===== src/hdl/upfr_pkg.sv =====
// shared types and constants for the uart position frame receiver
// no dependencies
package upfr_pkg;

	localparam int BYTE_W = 8;
	localparam int NUM_CELLS = 6;
	localparam int NUM_PAYLOAD = 4;
	localparam int OUT_W = NUM_PAYLOAD * BYTE_W;
	localparam int IDX_W = 3;
	localparam int CFG_ADDR_W = 1;

	typedef logic [BYTE_W-1:0] byte_t;
	typedef logic [IDX_W-1:0] frame_idx_t;

	// register indexes of the configuration port
	localparam logic [CFG_ADDR_W-1:0] REG_START_CODE = 1'b0;
	localparam logic [CFG_ADDR_W-1:0] REG_STOP_CODE = 1'b1;

	localparam byte_t RESET_START_CODE = 8'hAA;
	localparam byte_t RESET_STOP_CODE = 8'h55;

	// frame position codes
	localparam frame_idx_t IDX_HUNT = 3'd0;
	localparam frame_idx_t IDX_LAST = 3'd7;

endpackage


===== src/hdl/upfr_cell.sv =====
// one byte cell of the frame store chain
// depends on upfr_pkg
module upfr_cell (
	input  logic           clk,
	input  logic           shift,
	input  upfr_pkg::byte_t d,
	output upfr_pkg::byte_t q
);
	import upfr_pkg::*;

	byte_t byte_q;

	always_ff @(posedge clk) begin
		if (shift) begin
			byte_q <= d;
		end
	end

	assign q = byte_q;

endmodule


===== src/hdl/uart_position_frame_receiver.sv =====
// uart position frame receiver: deframes 8-byte position frames with xor checks
// depends on upfr_pkg and upfr_cell
//
// usage:
//   s_axis carries one received uart byte per item in tdata[7:0].
//   m_axis carries one item per good frame: tdata = x, y, count a, count b
//   from the lowest byte up.
//   frame layout: start code, x, y, count a, count b, x^y, a^b, stop code.
//   while hunting, bytes other than the start code are dropped. the six
//   bytes after the start shift down a chain of six byte cells, one cell
//   step per accepted item. on the eighth byte the stop code and both
//   xor checks are tested; only a passing frame loads the output register.
//   latency: the result is valid the cycle after the stop byte is accepted.
//   throughput: one byte per cycle while s_axis_tready is high, set by the
//   single output register and the one-step cell chain.
//   stall: s_axis_tready drops only while a result waits and m_axis_tready
//   is low; a result is taken and a new byte accepted in the same cycle.
//   reset: arst_n clears the frame position (hunting), the output valid
//   and the codes to 0xAA / 0x55; the cell contents are not cleared.
//   cfg: cfg_addr 0 writes the start code, 1 the stop code.
module uart_position_frame_receiver (
	input  logic                              clk,
	input  logic                              arst_n,
	// configuration write port
	input  logic                              cfg_we,
	input  logic [upfr_pkg::CFG_ADDR_W-1:0]   cfg_addr,
	input  logic [upfr_pkg::BYTE_W-1:0]       cfg_wdata,
	// input bytes
	input  logic                              s_axis_tvalid,
	output logic                              s_axis_tready,
	input  logic [upfr_pkg::BYTE_W-1:0]       s_axis_tdata,  // [7:0] rx_byte
	// decoded frames
	output logic                              m_axis_tvalid,
	input  logic                              m_axis_tready,
	// [7:0] pos_x, [15:8] pos_y, [23:16] count_a, [31:24] count_b
	output logic [upfr_pkg::OUT_W-1:0]        m_axis_tdata
);
	import upfr_pkg::*;

	byte_t start_code_q;
	byte_t stop_code_q;
	frame_idx_t idx_q;
	logic out_vld_q;
	logic [OUT_W-1:0] out_data_q;

	logic accept;
	logic in_body;
	logic at_last;
	logic frame_ok;
	byte_t chain [NUM_CELLS+1];

	// input side stalls only while a result waits downstream
	assign s_axis_tready = !out_vld_q || m_axis_tready;
	assign accept = s_axis_tvalid && s_axis_tready;

	assign in_body = (idx_q != IDX_HUNT) && (idx_q != IDX_LAST);
	assign at_last = (idx_q == IDX_LAST);

	// configuration registers
	always_ff @(posedge clk or negedge arst_n) begin
		if (!arst_n) begin
			start_code_q <= RESET_START_CODE;
			stop_code_q <= RESET_STOP_CODE;
		end else if (cfg_we) begin
			case (cfg_addr)
				REG_START_CODE: start_code_q <= cfg_wdata;
				REG_STOP_CODE:  stop_code_q <= cfg_wdata;
				default: ;
			endcase
		end
	end

	// byte cell chain: new byte enters cell 0, older bytes move up.
	// after six body bytes: cell5 x, cell4 y, cell3 a, cell2 b, cell1 x^y, cell0 a^b
	assign chain[0] = s_axis_tdata;

	for (genvar i = 0; i < NUM_CELLS; i++) begin : g_cell
		upfr_cell u_cell (
			.clk   (clk),
			.shift (accept && in_body),
			.d     (chain[i]),
			.q     (chain[i+1])
		);
	end

	// stop byte plus both xor checks
	assign frame_ok = (s_axis_tdata == stop_code_q)
		&& ((chain[6] ^ chain[5]) == chain[2])
		&& ((chain[4] ^ chain[3]) == chain[1]);

	// frame position: hunt, then count through the eight bytes
	always_ff @(posedge clk or negedge arst_n) begin
		if (!arst_n) begin
			idx_q <= IDX_HUNT;
		end else if (accept) begin
			if (idx_q == IDX_HUNT) begin
				if (s_axis_tdata == start_code_q) begin
					idx_q <= idx_q + 3'd1;
				end
			end else if (at_last) begin
				idx_q <= IDX_HUNT;
			end else begin
				idx_q <= idx_q + 3'd1;
			end
		end
	end

	// output register
	always_ff @(posedge clk or negedge arst_n) begin
		if (!arst_n) begin
			out_vld_q <= 1'b0;
		end else if (accept && at_last && frame_ok) begin
			out_vld_q <= 1'b1;
		end else if (m_axis_tready) begin
			out_vld_q <= 1'b0;
		end
	end

	always_ff @(posedge clk) begin
		if (accept && at_last && frame_ok) begin
			out_data_q <= {chain[3], chain[4], chain[5], chain[6]};
		end
	end

	assign m_axis_tvalid = out_vld_q;
	assign m_axis_tdata = out_data_q;

endmodule


===== config.mk =====
export PLATFORM = sky130hd
export DESIGN_NAME = uart_position_frame_receiver
export DESIGN_NICKNAME = d
export VERILOG_FILES = /design/src/hdl/upfr_pkg.sv /design/src/hdl/upfr_cell.sv /design/src/hdl/uart_position_frame_receiver.sv
export SDC_FILE = /design/constraint.sdc
export NUM_CORES = 1
export LEC_CHECK = 0
export BUFFER_PORTS_ARGS = -buffer_cell sky130_fd_sc_hd__buf_2
export CAP_MARGIN = 10
export CORE_ASPECT_RATIO = 0.9
export CORE_MARGIN = 3
export CORE_UTILIZATION = 45
export CTS_BUF_LIST = sky130_fd_sc_hd__clkbuf_16
export DETAILED_ROUTE_END_ITERATION = 10
export PLACE_DENSITY = 0.67
export SYNTH_ARGS = -nofsm -noshare
export SYNTH_HDL_FRONTEND = slang
export SYNTH_SLANG_ARGS = --single-unit
export TNS_END_PERCENT = 30

===== constraint.sdc =====
create_clock -name clk -period 6.85 [get_ports clk]
set_input_delay 1.0275 -clock clk [delete_from_list [all_inputs] [get_ports clk]]
set_output_delay 1.0275 -clock clk [all_outputs]
set_load 0.01 [all_outputs]

==> results.ini, run 1 <==
[outcome]
status=finished clean

[grt]
antenna_found_initial=0
grt_pass1_wl_um=8730
overflow=0
grt_max_degree=33
grt_pass1_vias=1775
grt_usage_pct=12.5

[critical_path]
cp_data_arrival_time_ns=2.78
cp_max_fo=32
critPathLaunchType=primary input
crit_required_ns=6.80
end_kind=flop
r2r_cells=5
critPathSlowestCell=inv_1
crit_path_max_incr_delay_ns=0.89
path_class=primary input to flop
path_cells=buf_2 > xnor2_1 > nand4_1 > nor4_1 > nand3_1 > inv_1

[synth]
synthFlopType=edfxtp_1
synth_top_area_cell=edfxtp_1
yosys_warnings=0
synthTopCellsByArea=edfxtp_1 64%, dfrtp_1 7.9%, xnor3_1 6.0%
syn_area_per_cell_um2=20.1
async_reset_ff_share_pct=20.0
yosysMostFrequentCell=edfxtp_1
synth_top_cell_area_share_pct=63.5
synthCells=188
synthTopCellsByCount=80 x edfxtp_1, 20 x xnor2_1, 18 x mux2_2
synthesis.nets=213
syn_area_um2=3780
synth_edf_count=80
ys_ff_latch=100
synth_cell_types=21
synth-seq-area-share_pct=77.0

[power_and_ir_drop]
p_leak_nw=1.74
total_power_mw=1.67
power_density_nw_per_um2=373
ir_worst_vdd_v=0.000166

[floorplanning]
dieArea_um2=9540
die_x_um=103
die_y_um=93.0
top_level_ports=56
std_cell_rows=31
core_um2=8110
start_util_pct=46.7

[sta]
fin_setup_tns_ns=0
hold_slack_ns=0.471
period_share_pct=41.3
rsz0062_at_grt=no
fmax_mhz=354
fin_skew_ns=0.00516
finalMaxSlewViolations=0
setup_ws_ns=4.02
relSlewSlack_pct=19.7
hold_viol=0
tightest_slew_ns=1.20
setup_viol=0
min_period_ns=2.83

[drt]
drtAntennaViolNets=0
routed_wl_um=5480
vias_per_cell=4.91
vias=1756
drc=0
initialDrtViolationCount=89
wl_per_cell_um=15.3
firstDrtPassIters=5

[placement]
io_buffers=55
place.gp.congestion=0.741
dpl.hpwl_um=3890
dp_cells=343
place_ws_ns=3.60

[cells_and_area]
diodes=0
drive_gt1_share_pct=39.0
fin_nets=280
post_layout_nonfiller_instances=358
final.fill_count=643
area_growth_pct=18.5

[cts]
cts_hold_buf=0
path_clk_slew_ns=0.07
cts_buffer_depth=2
cts_sinks=100
h-tree-depth=3
root_buffer=clkbuf_16
clock_latency_ns=0.34
numCtsBuffers=9
post_cts_buffers=0
tritoncts=yes
ctsResizeCount=0

[worst_hold_path]
hold_depth=0
holdCritPathClass=flop to flop

[run]
drv_cap=0

[final timing paths]
kind                                       startpoint                    end  slack (ns)
worst max-delay path                  s_axis_tdata[5]       m_axis_tdata[28]        4.02
worst min-delay path            g_cell[1].u_cell.q[7]  g_cell[2].u_cell.q[7]        0.47
worst max register to register  g_cell[4].u_cell.q[5]       m_axis_tdata[28]        4.19
worst min register to register  g_cell[1].u_cell.q[7]  g_cell[2].u_cell.q[7]        0.47
max in group asynchronous                      arst_n         stop_code_q[0]        5.89
min in group asynchronous                      arst_n         stop_code_q[1]        0.62
[stage by stage]
step	area, um2	utilization, %
after global placement	4200	51.8
after global routing	4480	55.3
after floorplan	3780	-
after CTS	4480	55.3
final	4480	55.3
after detailed placement	4200	51.8
[cell usage in the layout (no fill, tap or decap), drive strengths merged]
master,n
edfxtp,80
buf,57
xnor2,20
mux2,18
dfrtp,12
xnor3,10
clkbuf,9
xor2,8
dfstp,8
nand2,6
inv,6
nor4,5
nand4,4
ha,3
clkinv,3
nand3,2
a21oi,2
nand2b,1
or2b,1
nor3b,1
nor2,1
mux2i,1
nor2b,1
[cell type report]
class / count / area, um2 / area share, %
multi-input combinational: 84 / 860 / 19.2
timing repair buffer: 57 / 290 / 6.48
clock buffer: 9 / 225 / 5.03
tap: 99 / 124 / 2.76
sequential: 100 / 2910 / 65.0
inverter: 3 / 11.3 / 0.251
clock inverter: 6 / 57.6 / 1.28
[critical path, delay by kind of cell]
family / cells / cell delay, ns
buffers and inverters: 2 / 1.01
xor gates and xnor gates: 1 / 0.14
and+or+nand+nor: 3 / 0.58
[routing by layer]
layer  global-route usage, %  part of all wire, %  wire [um]  vias up
li1                        -                    -          -      841
met1                    16.4                   45       2450      848
met2                    18.7                   47       2580       58
met3                    4.92                  6.7        368        9
met4                    5.25                  1.5         80        0
met5                       0                    0          0        -
[sequential cells by signal, summed over array words and instances, names as in the netlist]
signal,flops
g_cell.u_cell.q,48
stop_code_q,8
start_code_q,8
idx_q,3
m_axis_tdata,32
m_axis_tvalid,1
[cell families (layout without fill, tap and decap cells)]
kind of cell               after synthesis  after routing  share of synthesized area, %
and+or+nand+nor                         22             22                          3.28
buffers and inverters                    4             75                         0.397
DFF                                    100            100                          77.0
adders and majority gates                3              3                         0.992
AOI/OAI and AO/OA                        2              2                         0.265
xor gates and xnor gates                38             38                          12.4
muxes                                   19             19                          5.62
[power breakdown]
part	total, mW	switching, mW	internal (mW)	leakage (nW)
clock network	0.473	0.221	0.252	0.140
logic	0.284	0.118	0.166	0.622
registers	0.914	0.0826	0.832	0.975
Power figures use the tool's default switching activity.
==> inputs of run 2 (changes only) <==
Clock period 6.85 ns to 2.7 ns, I/O delays scaled along.
==> run 2 against run 1 <==
Against the previous run:
- final cell count up 0.56%
- final area rose by 0.31%
- non-clock buffer count is 1 higher
- hold slack got worse by 0.46 ns
- critical path depth is 1 higher
==> results.ini, run 2 (synthesis gave the netlist of run 1 again) <==
[floorplanning]
die_x_um=103
top_level_ports=56
die_y_um=93.0
core_um2=8110
start_util_pct=46.7
dieArea_um2=9540
std_cell_rows=31

[grt]
overflow=0
grtUsageMet1_pct=17.3
grt_pass1_vias=1738
grt_usage_pct=12.8
met3_usage_pct=5.07
grt.busiest_layer=met2
grt_max_degree=39
grt_pass1_wl_um=9050
antenna_found_initial=0
gr-usage-met2_pct=19.5

[cts]
path_clk_slew_ns=0.07
h-tree-depth=3
cts_hold_buf=0
tritoncts=yes
cts_sinks=100
cts_buffer_depth=2
root_buffer=clkbuf_16
post_cts_buffers=0
numCtsBuffers=9
ctsResizeCount=0
clock_latency_ns=0.34

[sta]
hold_viol=0
fmax_mhz=449
min_period_ns=2.23
tightest_slew_ns=0.671
rsz0062_at_grt=no
setup_ws_ns=0.473
relSlewSlack_pct=55.2
setup_viol=0
fin_skew_ns=0.00684
period_share_pct=82.5
finalMaxSlewViolations=0
fin_setup_tns_ns=0

[cells_and_area]
final.fill_count=635
layout_common_cells=80 x edfxtp_1, 55 x buf_2, 20 x xnor2_1
fin_nets=281
drive_gt1_share_pct=39.1
final_common_cell=edfxtp_1
area_growth_pct=18.8
largest_reg_flops=48
diodes=0

[critical_path]
cpMostUsedCell=ha_1
path_class=flop to flop
path_cells=ha_1 > ha_1 > nand4_1 > nor4_1 > nand3_1 > inv_1 > buf_4
end_kind=flop
cp_data_arrival_time_ns=2.23
r2r_cells=7
crit_required_ns=2.70
critPathLaunchType=flop
critPathSlowestCell=dfrtp_1
cp_max_fo=32
crit_path_max_incr_delay_ns=0.38

[power_and_ir_drop]
seqPwrFrac_pct=54.8
p_comb_share_pct=17.3
power_density_nw_per_um2=944
p_leak_nw=1.74
p_switching_mw=1.07
ir_worst_vdd_v=0.000540
clkPwrFrac_pct=28.0
internal_power_mw=3.18
swShare_pct=25.1

[placement]
dpl.hpwl_um=3990
place.gp.congestion=0.710
io_buffers=55
place_ws_ns=0.442

[drt]
drtAntennaViolNets=0
vias=1752
routed_wl_um=5550
wl_per_cell_um=15.4
initialDrtViolationCount=84
firstDrtPassIters=4
vias_per_cell=4.87
drc=0

[worst_hold_path]
holdCritPathClass=primary input to async pin

[outcome]
status=finished clean

[run]
drv_cap=0

-- run 2: cell count changes in the layout (fill, tap and decap cells not counted) --
cell / delta
buf_4: +1
clkinv_4: -1
clkinvlp_4: +1
inv_1: +1
inv_6: +1
inv_8: -1
nor3b_2: -1
nor3b_4: +1
-- run 2: final timing paths --
kind / startpoint / end / slack, ns
hold / removal: arst_n / m_axis_tvalid / 0.009
setup reg to reg: idx_q[0] / m_axis_tdata[22] / 0.47
max in group asynchronous: arst_n / stop_code_q[4] / 2.35
min in group clk: s_axis_tdata[3] / g_cell[0].u_cell.q[3] / 0.30
hold reg to reg: g_cell[0].u_cell.q[1] / g_cell[1].u_cell.q[1] / 0.47
setup / recovery: idx_q[0] / m_axis_tdata[22] / 0.47
-- run 2: layer usage --
metal  vias up  routed length [um]
li1        842                   -
met3         7                 354
met4         0                  55
met1       850                2570
met5         -                   0
met2        53                2580
-- run 2: metrics by stage --
| stage | hold WS [ns] | area (um2) | power [mW] | cells | util (%) |
|---|---|---|---|---|---|
| final | 0.00900 | 4490 | 4.24 | 360 | 55.4 |
| after global routing | 0.0248 | 4490 | 4.47 | 360 | 55.4 |
| after CTS | 0.0102 | 4490 | 4.30 | 360 | 55.4 |
| after detailed placement | 0.373 | 4210 | 3.10 | 344 | 52.0 |
| after global placement | 0.372 | 4210 | 3.07 | 344 | 52.0 |
| after floorplan | 0.109 | 3790 | 2.88 | 188 | - |
-- run 2: power groups by stage --
stage / clock (mW) / combinational, mW / sequential, mW
6_report: 1.19 / 0.732 / 2.32
2_1_floorplan: 0 / 0.592 / 2.29
4_1_cts: 1.22 / 0.747 / 2.33
3_5_place_dp: 0 / 0.745 / 2.36
3_3_place_gp: 0 / 0.725 / 2.34
5_1_grt: 1.29 / 0.813 / 2.36
-- run 2: cell type report --
cell class / instances / area [um2] / share of cell area (%)
clock buffer: 9 / 225 / 5.01
timing repair buffer: 58 / 298 / 6.63
tap: 99 / 124 / 2.76
multi-input combinational: 84 / 866 / 19.3
inverter: 3 / 11.3 / 0.251
clock inverter: 7 / 57.6 / 1.28
sequential: 100 / 2910 / 64.8
-- run 2: critical path: cells and delay by family (launching register included) --
kind	cells	cell delay (ns)
buf+inv	2	0.42
flops	1	0.38
simple gates	3	0.61
fa+ha+maj	2	0.45
==> inputs of run 3 (changes only) <==
Settings changed: PLACE_DENSITY 0.67 to 0.7.
Clock period 2.7 ns to 1.9 ns, I/O delays scaled along.
==> run 3 against run 2 <==
Against the previous run:
- hold slack better by 0.17 ns
- sequential share of layout area down 3.9 points
- final cell count increased by 5.6%
- largest cell class unchanged
- clock power grew 43%
- the run now ends with negative setup slack left
- count of clock-buffer cells in the layout unchanged
- via count grew 6.1%
- sequential cell count unchanged
- clock skew up 0.0023 ns
- first-iteration DRC count is 2.4% lower
- final area rose by 6.3%
- power rose by 48%
- die area unchanged
==> results.ini, run 3 (synthesis gave the netlist of run 1 again) <==
[drt]
initialDrtViolationCount=82
drtAntennaViolNets=0
routed_wl_um=6040
wl_per_cell_um=15.9
drc=0
vias=1859
firstDrtPassIters=4
vias_per_cell=4.89

[placement]
io_buffers=55
dpl.hpwl_um=4120
place.gp.congestion=0.733

[outcome]
status=finished with violations
violations=negative setup slack

[grt]
grt_pass1_vias=1865
overflow=0
grt_pass1_wl_um=9290
antenna_found_initial=0
grt_max_degree=49
grt_usage_pct=13.3

[critical_path]
cp_max_fo=6
r2r_setup_slack_ns=-0.07
end_kind=flop
crit_buf_inv=2
path_class=flop to flop
critPathSlowestCell=edfxtp_1
cp_data_arrival_time_ns=2.03
path_cells=xnor3_1 > nand4_1 > nor4_2 > nand3_2 > clkinv_4 > clkbuf_16
crit_path_max_incr_delay_ns=0.41
critPathLaunchType=flop
crit_required_ns=1.96
critical-path-top-delay-family=simple AND/OR/NAND/NOR gates

[floorplanning]
dieArea_um2=9540
top_level_ports=56
core_um2=8110
std_cell_rows=31
die_y_um=93.0
start_util_pct=46.7
die_x_um=103

[cells_and_area]
layout_common_cells=80 x edfxtp_1, 55 x buf_2, 20 x xnor2_1
drive_gt1_share_pct=45.9
largest_reg_flops=48
diodes=0
final_util_pct=59.0
seq_area_um2=2910
fin_nets=302
final_common_cell=edfxtp_1
multi_input_area_um2=903
final.fill_count=623
area_growth_pct=26.4

[power_and_ir_drop]
power_density_nw_per_um2=1310
p_leak_nw=1.86
ir_worst_vdd_v=0.000704

[cts]
clock_latency_ns=0.34
root_buffer=clkbuf_16
cts_sinks=100
h-tree-depth=3
path_clk_slew_ns=0.07
tritoncts=yes
cts_buffer_depth=2
numCtsBuffers=9

[sta]
period_share_pct=104
fmax_mhz=507
relSlewSlack_pct=70.9
min_period_ns=1.97
rsz0062_at_grt=yes
finalMaxSlewViolations=0
hold_viol=0
tightest_slew_ns=0.437
fin_skew_ns=0.00917
setup_viol=32
hold_slack_ns=0.178
setup_ws_ns=-0.0731

[run]
drv_cap=0

[worst_hold_path]
holdCritPathClass=primary input to flop

-- run 3: layout make-up --
type	instances	area share, %
multi-input combinational	84	18.9
timing repair buffer	79	11.3
sequential	100	60.9
clock inverter	6	1.18
tap	99	2.59
clock buffer	9	4.71
inverter	3	0.340
-- run 3: power breakdown --
| group | switching (mW) | internal, mW |
|---|---|---|
| sequential | 0.297 | 3.00 |
| clock | 0.793 | 0.907 |
| combinational | 0.523 | 0.741 |
-- run 3: what timing repair did --
item,4_1_cts,5_1_grt
hold endpoints to repair,12,0
gates cloned,1,2
hold buffers,1,0
resized for setup,4,4
setup buffers,2,0
pin swaps,2,4
endpoints found under the setup margin,32,33
-- run 3: metal layers --
| layer | vias to the layer above | wire length (um) | track usage [%] |
|---|---|---|---|
| met3 | 6 | 335 | 4.55 |
| li1 | 890 | - | - |
| met5 | - | 0 | 0 |
| met4 | 0 | 51 | 5.14 |
| met2 | 53 | 2950 | 20.6 |
| met1 | 910 | 2700 | 17.4 |
-- run 3: final timing paths --
| kind | to | cells past startpoint | start |
|---|---|---|---|
| worst max-delay path | m_axis_tdata[17] | 6 | g_cell[2].u_cell.q[3] |
| worst min-delay path | g_cell[0].u_cell.q[3] | 1 | s_axis_tdata[3] |
| worst max register to register | m_axis_tdata[17] | 6 | g_cell[2].u_cell.q[3] |
| worst min register to register | g_cell[2].u_cell.q[6] | 0 | g_cell[1].u_cell.q[6] |
| max in group asynchronous | start_code_q[3] | 2 | arst_n |
| min in group asynchronous | stop_code_q[1] | 2 | arst_n |
-- run 3: per-stage QoR --
stage | cell area [um2] | power (mW) | worst slack, ns | TNS (ns) | cells
finish | 4780 | 6.26 | -0.0731 | -1.83 | 380
global placement | 4370 | 4.52 | -0.0318 | -0.786 | 359
detailed placement | 4370 | 4.59 | -0.0664 | -1.89 | 359
floorplan | 3810 | 4.12 | -0.557 | -37.41 | 188
global route | 4780 | 6.57 | -0.221 | -6.71 | 380
CTS | 4710 | 6.31 | -0.105 | -3.18 | 378
-- run 3: worst register-to-register path, stage by stage (launching register included) --
cell and delay, ns:
edfxtp_1 0.41, xnor3_1 0.39, nand4_1 0.14, nor4_2 0.28, nand3_2 0.16, clkinv_4 0.15, clkbuf_16 0.17
